## src/name_score_table_core_assert.svh

```systemverilog
// Assertion macros shared by the name score table RTL.
`ifndef NAME_SCORE_TABLE_CORE_ASSERT_SVH
`define NAME_SCORE_TABLE_CORE_ASSERT_SVH

// Same-cycle implication, checked on every rising clock edge outside reset.
`define NST_ASSERT_IMP(lbl, ante, cons, msg) \
  lbl: assert property (@(posedge clk_i) disable iff (!rst_ni) (ante) |-> (cons)) \
    else $error(msg);

// Next-cycle implication, checked on every rising clock edge outside reset.
`define NST_ASSERT_NXT(lbl, ante, cons, msg) \
  lbl: assert property (@(posedge clk_i) disable iff (!rst_ni) (ante) |=> (cons)) \
    else $error(msg);

`endif

```

## src/nst_pkg.sv

```systemverilog
// Types and constants of the name score table.
`timescale 1ns / 1ps
`default_nettype none

package nst_pkg;

  localparam int unsigned NAME_W  = 64;
  localparam int unsigned LEN_W   = 4;
  localparam int unsigned SCORE_W = 32;
  localparam int unsigned COUNT_W = 5;
  localparam int unsigned OP_W    = 2;
  localparam int unsigned STAT_W  = 2;

  typedef enum logic [OP_W-1:0] {
    OP_LOOKUP = 2'd0,
    OP_INSERT = 2'd1,
    OP_DELETE = 2'd2
  } op_e;

  typedef enum logic [STAT_W-1:0] {
    ST_DONE   = 2'd0,
    ST_EXISTS = 2'd1,
    ST_ABSENT = 2'd2,
    ST_FULL   = 2'd3
  } status_e;

  typedef enum logic [1:0] {
    S_IDLE,
    S_SEARCH,
    S_SHIFT,
    S_RESULT
  } state_e;

  // A name after length clamping and masking of the bytes past its length.
  typedef struct packed {
    logic [LEN_W-1:0]  len;
    logic [NAME_W-1:0] name;
  } key_t;

endpackage

`default_nettype wire

```

## src/nst_if.sv

```systemverilog
// Request and response channel interfaces of the name score table.
`timescale 1ns / 1ps
`default_nettype none

interface nst_req_if;
  logic                                valid;
  logic                                ready;
  logic [nst_pkg::OP_W-1:0]            operation;
  logic [nst_pkg::NAME_W-1:0]          name_bytes;
  logic [nst_pkg::LEN_W-1:0]           name_length;
  logic signed [nst_pkg::SCORE_W-1:0]  new_score;

  modport source (output valid, operation, name_bytes, name_length, new_score,
                  input ready);
  modport sink   (input valid, operation, name_bytes, name_length, new_score,
                  output ready);
endinterface

interface nst_rsp_if;
  logic                                valid;
  logic                                ready;
  logic                                found;
  logic signed [nst_pkg::SCORE_W-1:0]  score_out;
  logic [nst_pkg::COUNT_W-1:0]         entry_count;
  logic [nst_pkg::STAT_W-1:0]          status;

  modport source (output valid, found, score_out, entry_count, status,
                  input ready);
  modport sink   (input valid, found, score_out, entry_count, status,
                  output ready);
endinterface

`default_nettype wire

```

## src/name_score_table_core.sv

```systemverilog
// Top level of the name score table: sequencer, entry memory and result register.
// Sequence: accept, then compare entries one by one until the first match (at most the entry
// count), then for a delete move each later entry one place down, then load the result.
// Items: one item at a time; the search and shift steps are bounded by the single read port of
// the entry memory, and the next item is accepted only once the result has been loaded.
// Reset: rst_ni clears the entry count, the sequencer and the result valid; memory contents stay
// undefined and are never read before they are written.
`timescale 1ns / 1ps
`default_nettype none
`include "name_score_table_core_assert.svh"

module name_score_table_core #(
  parameter int unsigned CAPACITY   = 16,
  parameter int unsigned NAME_CHARS = 8
) (
  input  wire logic  clk_i,
  input  wire logic  rst_ni,
  nst_req_if.sink    req_i,
  nst_rsp_if.source  rsp_o
);
  import nst_pkg::*;

  // Widths that follow from the parameters. The count needs one more code than the index
  // because a full table holds CAPACITY entries.
  localparam int unsigned IW  = (CAPACITY > 1) ? $clog2(CAPACITY) : 1;
  localparam int unsigned CW  = $clog2(CAPACITY + 1);
  localparam int unsigned LW  = $clog2(NAME_CHARS + 1);
  localparam int unsigned NW  = 8 * NAME_CHARS;
  localparam int unsigned EW  = LW + NW + SCORE_W;
  localparam int unsigned CXW = CW + COUNT_W;

  // Sequencer and request registers.
  state_e                     state_q, state_d;
  op_e                        op_q, op_d;
  logic [LW-1:0]              len_q, len_d;
  logic [NW-1:0]              name_q, name_d;
  logic signed [SCORE_W-1:0]  score_in_q, score_in_d;
  logic [CW-1:0]              count_q, count_d;
  logic [CW-1:0]              scan_q, scan_d;
  logic                       hit_q, hit_d;
  logic signed [SCORE_W-1:0]  hit_score_q, hit_score_d;

  // Result register.
  logic                       out_valid_q, out_valid_d;
  logic                       out_found_q;
  logic signed [SCORE_W-1:0]  out_score_q;
  logic [COUNT_W-1:0]         out_count_q;
  status_e                    out_status_q;

  // Entry memory: {length, name, score} per entry, one write and one registered read a cycle.
  logic [EW-1:0]              mem [CAPACITY];
  logic [EW-1:0]              rdata_q;
  logic [CW-1:0]              rd_addr;
  logic [CW-1:0]              wr_addr;
  logic                       mem_we;
  logic [EW-1:0]              wr_data;

  key_t                       key_c;
  logic                       req_fire;
  logic                       out_free;
  logic                       out_load;
  logic                       entry_match;
  logic [CW-1:0]              scan_nxt;
  logic [LW-1:0]              ent_len;
  logic [NW-1:0]              ent_name;
  logic signed [SCORE_W-1:0]  ent_score;
  status_e                    status_d;
  logic [CXW-1:0]             count_ext;

  nst_key_fmt #(
    .NAME_CHARS (NAME_CHARS)
  ) u_key_fmt (
    .name_i (req_i.name_bytes),
    .len_i  (req_i.name_length),
    .key_o  (key_c)
  );

  // The table takes a new item only when the sequencer is idle. The result register lets the
  // next item start while the previous result still waits downstream.
  assign req_i.ready = (state_q == S_IDLE);
  assign req_fire    = req_i.valid && req_i.ready;
  assign out_free    = !out_valid_q || rsp_o.ready;
  assign out_load    = (state_q == S_RESULT) && out_free;

  assign {ent_len, ent_name, ent_score} = rdata_q;
  assign entry_match = (ent_len == len_q) && (ent_name == name_q);
  assign scan_nxt    = scan_q + 1'b1;

  // Next state of the sequencer.
  always_comb begin
    state_d = state_q;
    unique case (state_q)
      S_IDLE: begin
        if (req_fire) begin
          state_d = (count_q == '0) ? S_RESULT : S_SEARCH;
        end
      end
      S_SEARCH: begin
        if (entry_match) begin
          state_d = (op_q == OP_DELETE && scan_nxt < count_q) ? S_SHIFT : S_RESULT;
        end else if (scan_nxt == count_q) begin
          state_d = S_RESULT;
        end
      end
      S_SHIFT: begin
        if (scan_nxt >= count_q) begin
          state_d = S_RESULT;
        end
      end
      S_RESULT: begin
        if (out_free) begin
          state_d = S_IDLE;
        end
      end
      default: state_d = S_IDLE;
    endcase
  end

  // Datapath control: memory accesses, request capture, search results and the final status.
  always_comb begin
    op_d        = op_q;
    len_d       = len_q;
    name_d      = name_q;
    score_in_d  = score_in_q;
    count_d     = count_q;
    scan_d      = scan_q;
    hit_d       = hit_q;
    hit_score_d = hit_score_q;
    rd_addr     = '0;
    wr_addr     = '0;
    mem_we      = 1'b0;
    wr_data     = {len_q, name_q, score_in_q};
    status_d    = ST_DONE;

    unique case (state_q)
      S_IDLE: begin
        if (req_fire) begin
          op_d        = op_e'(req_i.operation);
          len_d       = key_c.len[LW-1:0];
          name_d      = key_c.name[NW-1:0];
          score_in_d  = req_i.new_score;
          scan_d      = '0;
          hit_d       = 1'b0;
          hit_score_d = '0;
        end
      end
      S_SEARCH: begin
        // rdata_q holds the entry at scan_q; the next entry is fetched in the same cycle.
        if (entry_match) begin
          hit_d       = 1'b1;
          hit_score_d = ent_score;
          if (op_q == OP_DELETE && scan_nxt < count_q) begin
            scan_d  = scan_nxt;
            rd_addr = scan_nxt;
          end
        end else if (scan_nxt != count_q) begin
          scan_d  = scan_nxt;
          rd_addr = scan_nxt;
        end
      end
      S_SHIFT: begin
        // Move the entry at scan_q one place down while the one above it is read. When a read is
        // made, its address is two above the write address, so no forwarding is needed.
        mem_we  = 1'b1;
        wr_addr = scan_q - 1'b1;
        wr_data = rdata_q;
        if (scan_nxt < count_q) begin
          scan_d  = scan_nxt;
          rd_addr = scan_nxt;
        end
      end
      S_RESULT: begin
        case (op_q)
          OP_INSERT: begin
            if (hit_q) begin
              status_d = ST_EXISTS;
            end else if (count_q == CW'(CAPACITY)) begin
              status_d = ST_FULL;
            end else begin
              status_d = ST_DONE;
              if (out_free) begin
                mem_we  = 1'b1;
                wr_addr = count_q;
                count_d = count_q + 1'b1;
              end
            end
          end
          OP_DELETE: begin
            status_d = hit_q ? ST_DONE : ST_ABSENT;
            if (hit_q && out_free) begin
              count_d = count_q - 1'b1;
            end
          end
          default: begin
            // Lookup, and the unused operation code, which behaves as a lookup.
            status_d = hit_q ? ST_DONE : ST_ABSENT;
          end
        endcase
      end
      default: begin
      end
    endcase
  end

  assign count_ext = CXW'(count_d);

  always_comb begin
    out_valid_d = out_valid_q;
    if (out_load) begin
      out_valid_d = 1'b1;
    end else if (rsp_o.ready) begin
      out_valid_d = 1'b0;
    end
  end

  // Control state.
  always_ff @(posedge clk_i or negedge rst_ni) begin
    if (!rst_ni) begin
      state_q     <= S_IDLE;
      count_q     <= '0;
      out_valid_q <= 1'b0;
    end else begin
      state_q     <= state_d;
      count_q     <= count_d;
      out_valid_q <= out_valid_d;
    end
  end

  // Payload registers.
  always_ff @(posedge clk_i) begin
    op_q        <= op_d;
    len_q       <= len_d;
    name_q      <= name_d;
    score_in_q  <= score_in_d;
    scan_q      <= scan_d;
    hit_q       <= hit_d;
    hit_score_q <= hit_score_d;
    if (out_load) begin
      out_found_q  <= hit_q;
      out_score_q  <= hit_score_q;
      out_count_q  <= count_ext[COUNT_W-1:0];
      out_status_q <= status_d;
    end
  end

  // Entry memory with a registered read port.
  always_ff @(posedge clk_i) begin
    if (mem_we) begin
      mem[wr_addr[IW-1:0]] <= wr_data;
    end
    rdata_q <= mem[rd_addr[IW-1:0]];
  end

  assign rsp_o.valid       = out_valid_q;
  assign rsp_o.found       = out_found_q;
  assign rsp_o.score_out   = out_score_q;
  assign rsp_o.entry_count = out_count_q;
  assign rsp_o.status      = out_status_q;

  // The entry count never passes the table size.
  `NST_ASSERT_IMP(a_count_bound, 1'b1, count_q <= CW'(CAPACITY), "entry count above capacity")
  // An accepted item always leaves the idle state for the search or the result.
  `NST_ASSERT_NXT(a_accept_leaves_idle, req_fire, state_q != S_IDLE, "item accepted but idle")
  // Entries are moved only for a delete that found its name.
  `NST_ASSERT_IMP(a_shift_on_delete_hit, state_q == S_SHIFT,
                  hit_q && op_q == OP_DELETE, "shift without a delete hit")
  // A successful insert grows the table by exactly one entry.
  `NST_ASSERT_NXT(a_insert_grows, out_load && op_q == OP_INSERT && status_d == ST_DONE,
                  count_q == $past(count_q) + 1'b1, "insert did not add one entry")

endmodule

`default_nettype wire

```

## src/nst_key_fmt.sv

```systemverilog
// Key formatter: clamps the name length and clears the bytes past it.
`timescale 1ns / 1ps
`default_nettype none

module nst_key_fmt #(
  parameter int unsigned NAME_CHARS = 8
) (
  input  wire logic [nst_pkg::NAME_W-1:0] name_i,
  input  wire logic [nst_pkg::LEN_W-1:0]  len_i,
  output nst_pkg::key_t                   key_o
);
  import nst_pkg::*;

  logic [LEN_W-1:0] len_c;

  always_comb begin
    len_c = (len_i > LEN_W'(NAME_CHARS)) ? LEN_W'(NAME_CHARS) : len_i;
    key_o.len = len_c;
    for (int b = 0; b < NAME_W / 8; b++) begin
      key_o.name[b*8 +: 8] = (LEN_W'(b) < len_c) ? name_i[b*8 +: 8] : 8'h00;
    end
  end

endmodule

`default_nettype wire
```

## src/flat_wrapper.sv

```systemverilog
// flat-port wrapper written by rule: the top's interface ports become plain ports
module name_score_table_core_flat import nst_pkg::*;
#(
  parameter int unsigned CAPACITY   = 16,
  parameter int unsigned NAME_CHARS = 8
)
  (clk_i, rst_ni, req_i_valid, req_i_operation, req_i_name_bytes, req_i_name_length, req_i_new_score, req_i_ready, rsp_o_valid, rsp_o_found, rsp_o_score_out, rsp_o_entry_count, rsp_o_status, rsp_o_ready);
  nst_req_if req_i_i ();
  nst_rsp_if rsp_o_i ();
  input  wire logic clk_i;
  input  wire logic rst_ni;
  input wire logic [$bits(req_i_i.valid)-1:0] req_i_valid;
  input wire logic [$bits(req_i_i.operation)-1:0] req_i_operation;
  input wire logic [$bits(req_i_i.name_bytes)-1:0] req_i_name_bytes;
  input wire logic [$bits(req_i_i.name_length)-1:0] req_i_name_length;
  input wire logic [$bits(req_i_i.new_score)-1:0] req_i_new_score;
  output wire logic [$bits(req_i_i.ready)-1:0] req_i_ready;
  output wire logic [$bits(rsp_o_i.valid)-1:0] rsp_o_valid;
  output wire logic [$bits(rsp_o_i.found)-1:0] rsp_o_found;
  output wire logic [$bits(rsp_o_i.score_out)-1:0] rsp_o_score_out;
  output wire logic [$bits(rsp_o_i.entry_count)-1:0] rsp_o_entry_count;
  output wire logic [$bits(rsp_o_i.status)-1:0] rsp_o_status;
  input wire logic [$bits(rsp_o_i.ready)-1:0] rsp_o_ready;
  assign req_i_i.valid = req_i_valid;
  assign req_i_i.operation = req_i_operation;
  assign req_i_i.name_bytes = req_i_name_bytes;
  assign req_i_i.name_length = req_i_name_length;
  assign req_i_i.new_score = req_i_new_score;
  assign req_i_ready = req_i_i.ready;
  assign rsp_o_valid = rsp_o_i.valid;
  assign rsp_o_found = rsp_o_i.found;
  assign rsp_o_score_out = rsp_o_i.score_out;
  assign rsp_o_entry_count = rsp_o_i.entry_count;
  assign rsp_o_status = rsp_o_i.status;
  assign rsp_o_i.ready = rsp_o_ready;
  name_score_table_core #(.CAPACITY(CAPACITY), .NAME_CHARS(NAME_CHARS)) u_core (.clk_i(clk_i), .rst_ni(rst_ni), .req_i(req_i_i), .rsp_o(rsp_o_i));
endmodule
```

## config.mk

```make
export PLATFORM = sky130hd
export DESIGN_NAME = name_score_table_core_flat
export DESIGN_NICKNAME = d
export VERILOG_FILES = /design/src/nst_pkg.sv /design/src/nst_if.sv /design/src/name_score_table_core.sv /design/src/nst_key_fmt.sv /design/src/flat_wrapper.sv
export VERILOG_INCLUDE_DIRS = /design/src /design/src/src
export SDC_FILE = /design/constraint.sdc
export NUM_CORES = 2
export LEC_CHECK = 0
export ABC_AREA = 1
export BUFFER_PORTS_ARGS = -buffer_cell sky130_fd_sc_hd__buf_4
export CAP_MARGIN = 10
export CORE_UTILIZATION = 40
export DETAILED_ROUTE_END_ITERATION = 8
export HOLD_SLACK_MARGIN = 0.03
export PLACE_DENSITY = 0.53
export SETUP_SLACK_MARGIN = 0.3
export SYNTH_ARGS = -nofsm -noshare
export SYNTH_HDL_FRONTEND = slang
export SYNTH_SLANG_ARGS = --single-unit
```

## constraint.sdc

```tcl
create_clock -name clk_i -period 7.2 [get_ports clk_i]
set_clock_uncertainty 0.15 [all_clocks]
set_input_delay 1.44 -clock clk_i [delete_from_list [all_inputs] [get_ports clk_i]]
set_output_delay 1.44 -clock clk_i [all_outputs]
set_load 0.05 [all_outputs]
```

==> out/qor.yml <==
setup_path:
  end_kind: "flip-flop"
  rrSetupSlack_ps: 1810
  worstPathArrival_ps: 5960
  crit_path_start_kind: "flip-flop"
  r2r_end: "u_core.rdata_q[61]$_DFF_P_"
  critical_path.startpoint: "u_core.scan_q[0]$_SDFFCE_PP0P_"
  required_ps: 7770
  worstSetupEndpoint: "u_core.rdata_q[61]$_DFF_P_"
  worstPathMaxFanout: 118
  rr_startpoint: "u_core.scan_q[0]$_SDFFCE_PP0P_"
  criticalPathCategory: "reg2reg"
  reg2reg_depth: 21
layout:
  nNetsFinal: 7721
  area_growth_pct: 12.96
  fillers: 18448
  stdcell_area_um2: 91640
  drive_gt1_share_pct: 7.640
  antenna_cells: 0
pwr:
  p_comb_share_pct: 37.9
  p_sw_mw: 16.81
  pwr-share-seq_pct: 37.1
  leakage_nw: 37.59
  p_total_mw: 41.89
  powerDensity_nw_per_um2: 457.1
  intPower_mw: 25.08
  ir_drop_mv: 0.6350
  swShare_pct: 40.14
  p_clk_share_pct: 24.9
grt:
  grt_use_total_pct: 21.93
  grt.overflow.total: 0
  grt_max_degree: 207
  grt_pass1_wl_mm: 337.2
  grt_pass1_vias: 51900
  grt_antenna_before_repair: 5
die:
  core_um2: 200700
  placementRows: 164
  io_pins: 148
  die_area_um2: 204600
  start_util_pct: 40.42
  die_y_um: 452.3
  die_w_um: 452.3
timing:
  finalCriticalPeriod_ps: 5391
  setup_viol: 0
  fin_crit_sh_pct: 74.88
  fmax_mhz: 185.5
  max-slew-margin-rel_pct: 14.15
  worst_pin_slew_ps: 1288
  finalHoldViolCount: 0
  rsz0062_at_grt: "no"
  drv_slew: 0
clock_network:
  cts.path.max_buffers: 3
  hold_buffers: 0
  path_clk_slew_ps: 60
  cts_resized: 0
  cts_tree: "built"
  clock_sinks: 1888
  clk_latency_ps: 830
  cts_made_buffers: 201
  cts_root_buf: "clkbuf_16"
  post_cts_buffers: 0
  htreeDepth: 4
placement:
  dp_hpwl_mm: 104.6
  place_congestion: 0.7765
  placed_cell_area_um2: 84970
  place.port_buffers: 147
worst_hold_path:
  hold_path.class: "reg2reg"
  hp-start: "u_core.hit_score_q[19]$_SDFFCE_PN0P_"
routing:
  drtIter0Drc: 4966
  antenna_left: 0
  dr.pass1.iters: 6
  vias: 53692
  vias_per_cell: 5.147
  routed_wl_mm: 226.5
  post_drt_wl_per_cell_um: 21.72
  drc: 0
logic_synthesis:
  yosys_warnings: 0
  ys_top_cells_by_area: "edfxtp_1 66%, nand3_1 11%, nand2_1 7.8%, inv_1 5.7%, dfxtp_1 2.5%"
  synth_top_area_cell: "edfxtp_1"
  ys_async_sr_fraction_pct: 0.4237
  synth-seq-cells: 1888
  synth_ff_type: "edfxtp_1"
  avgSynthCellArea_um2: 10.70
  netlist_area_um2: 81120
  syn_inst: 7582
  ys_types: 37
  seq_area_frac_synth_pct: 68.61
  synth-edff-count: 1780
  synth_nets: 7704
  yosysTopAreaCellShare_pct: 65.89
outcome:
  outcome: "finished clean"
job:
  drv_cap: 0
## through the flow
stage / hold WS, ps / cells / setup WS (ps) / utilization [%] / setup TNS, ps
global placement: 251.9 / 10052 / 1965 / 42.34 / 0
finish: 266.0 / 10431 / 1809 / 45.66 / 0
CTS: 207.9 / 10431 / 1960 / 45.66 / 0
detailed placement: 254.5 / 10052 / 1953 / 42.34 / 0
global route: 255.3 / 10431 / 1548 / 45.66 / 0
floorplan: 250.3 / 7582 / -52.82 / - / -28780
## final cells by class
type | count | area [um^2] | area share, %
clock buffer | 284 | 5667 | 6.184
sequential | 1888 | 55650 | 60.73
multi-input combinational | 4010 | 18870 | 20.59
clock inverter | 95 | 1001 | 1.092
inverter | 1237 | 4673 | 5.100
timing repair buffer | 261 | 2447 | 2.671
tap | 2656 | 3323 | 3.626
## critical path: stages, from the launching register on
cell,delay [ps]
edfxtp_1,510
ha_1,280
nand3_1,100
xor2_1,230
inv_1,80
ha_1,300
a21oi_1,130
o21a_1,140
nand2_1,90
nor2_1,160
nand4_1,130
nand2_1,140
nand2_1,140
nand2_8,620
nand2_8,650
buf_12,450
nand2_1,170
nand2_1,70
nand2_1,60
nand3_1,60
nand3_1,120
nand2_1,80
## flip-flops by register name (all words and copies together), names as in the netlist
register and flops:
u_core.state_q 2, u_core.rsp_o.entry_count 5, u_core.op_q 2, u_core.rsp_o.found 1, u_core.rsp_o.valid 1, u_core.mem 1600, u_core.rsp_o.score_out 32, u_core.count_q 5
u_core.hit_score_q 32, u_core.scan_q 5, u_core.rdata_q 100, u_core.hit_q 1, u_core.len_q 4, u_core.name_q 64, u_core.rsp_o.status 2, u_core.score_in_q 32
## cells in the mapped netlist (all sizes together), types with 3 or more instances
| library cell | number |
|---|---|
| a31oi | 3 |
| nor2 | 132 |
| inv | 1237 |
| ha | 16 |
| nand3 | 1814 |
| xor2 | 10 |
| dfrtp | 8 |
| xnor2 | 24 |
| a21oi | 11 |
| nand4 | 7 |
| nand3b | 218 |
| edfxtp | 1780 |
| nand2 | 1698 |
| o21ai | 56 |
| dfxtp | 100 |
| or2 | 5 |
| buf | 296 |
| clkbuf | 151 |
| a211oi | 3 |
## how the worst min path moves through the flow
stage	slack [ps]	cells past startpoint	endpoint
final	270	0	u_core.rsp_o.score_out[19]$_DFFE_PP_
after global routing	260	1	u_core.rsp_o.valid$_DFFE_PN0P_
after CTS	210	1	u_core.count_q[3]$_DFF_PN0_
after detailed placement	250	0	u_core.rsp_o.score_out[19]$_DFFE_PP_
after global placement	250	0	u_core.rsp_o.score_out[19]$_DFFE_PP_
after floorplan	250	0	u_core.rsp_o.score_out[0]$_DFFE_PP_
## layout by cell type, fill, tap and decap left out, drive strengths merged, types with 10 or more instances in the layout
master / instances
nand3: 1814
edfxtp: 1780
nand2: 1698
inv: 1243
clkbuf: 284
buf: 261
nand3b: 218
nor2: 132
dfxtp: 100
clkinv: 64
o21ai: 56
xnor2: 24
bufinv: 19
ha: 16
a21oi: 11
xor2: 10
## layer usage
metal  global-route usage (%)  up-vias  wire length [um]
met5                        0        -                13
met3                    2.751      306             12040
met2                    36.54     1527            108300
li1                         -    25350                 -
met4                    6.488        2              5776
met1                    29.95    26507            100400
## cells by family after synthesis
logic type	synth area share, %
adders and majority gates	0.2468
AOI/OAI and AO/OA	0.5522
xor gates and xnor gates	0.3671
and+or+nand+nor	21.82
buffers and inverters	8.406
DFF	68.61
## power groups by stage
stage               logic (mW)  registers, mW  clock network, mW
floorplan                 10.7           15.9                  0
global placement          15.8           15.7                  0
detailed placement        16.0           15.8                  0
CTS                       16.0           15.5               10.7
global route              17.6           15.7               11.0
finish                    15.9           15.5               10.4
(Power assumes the default switching activity.)
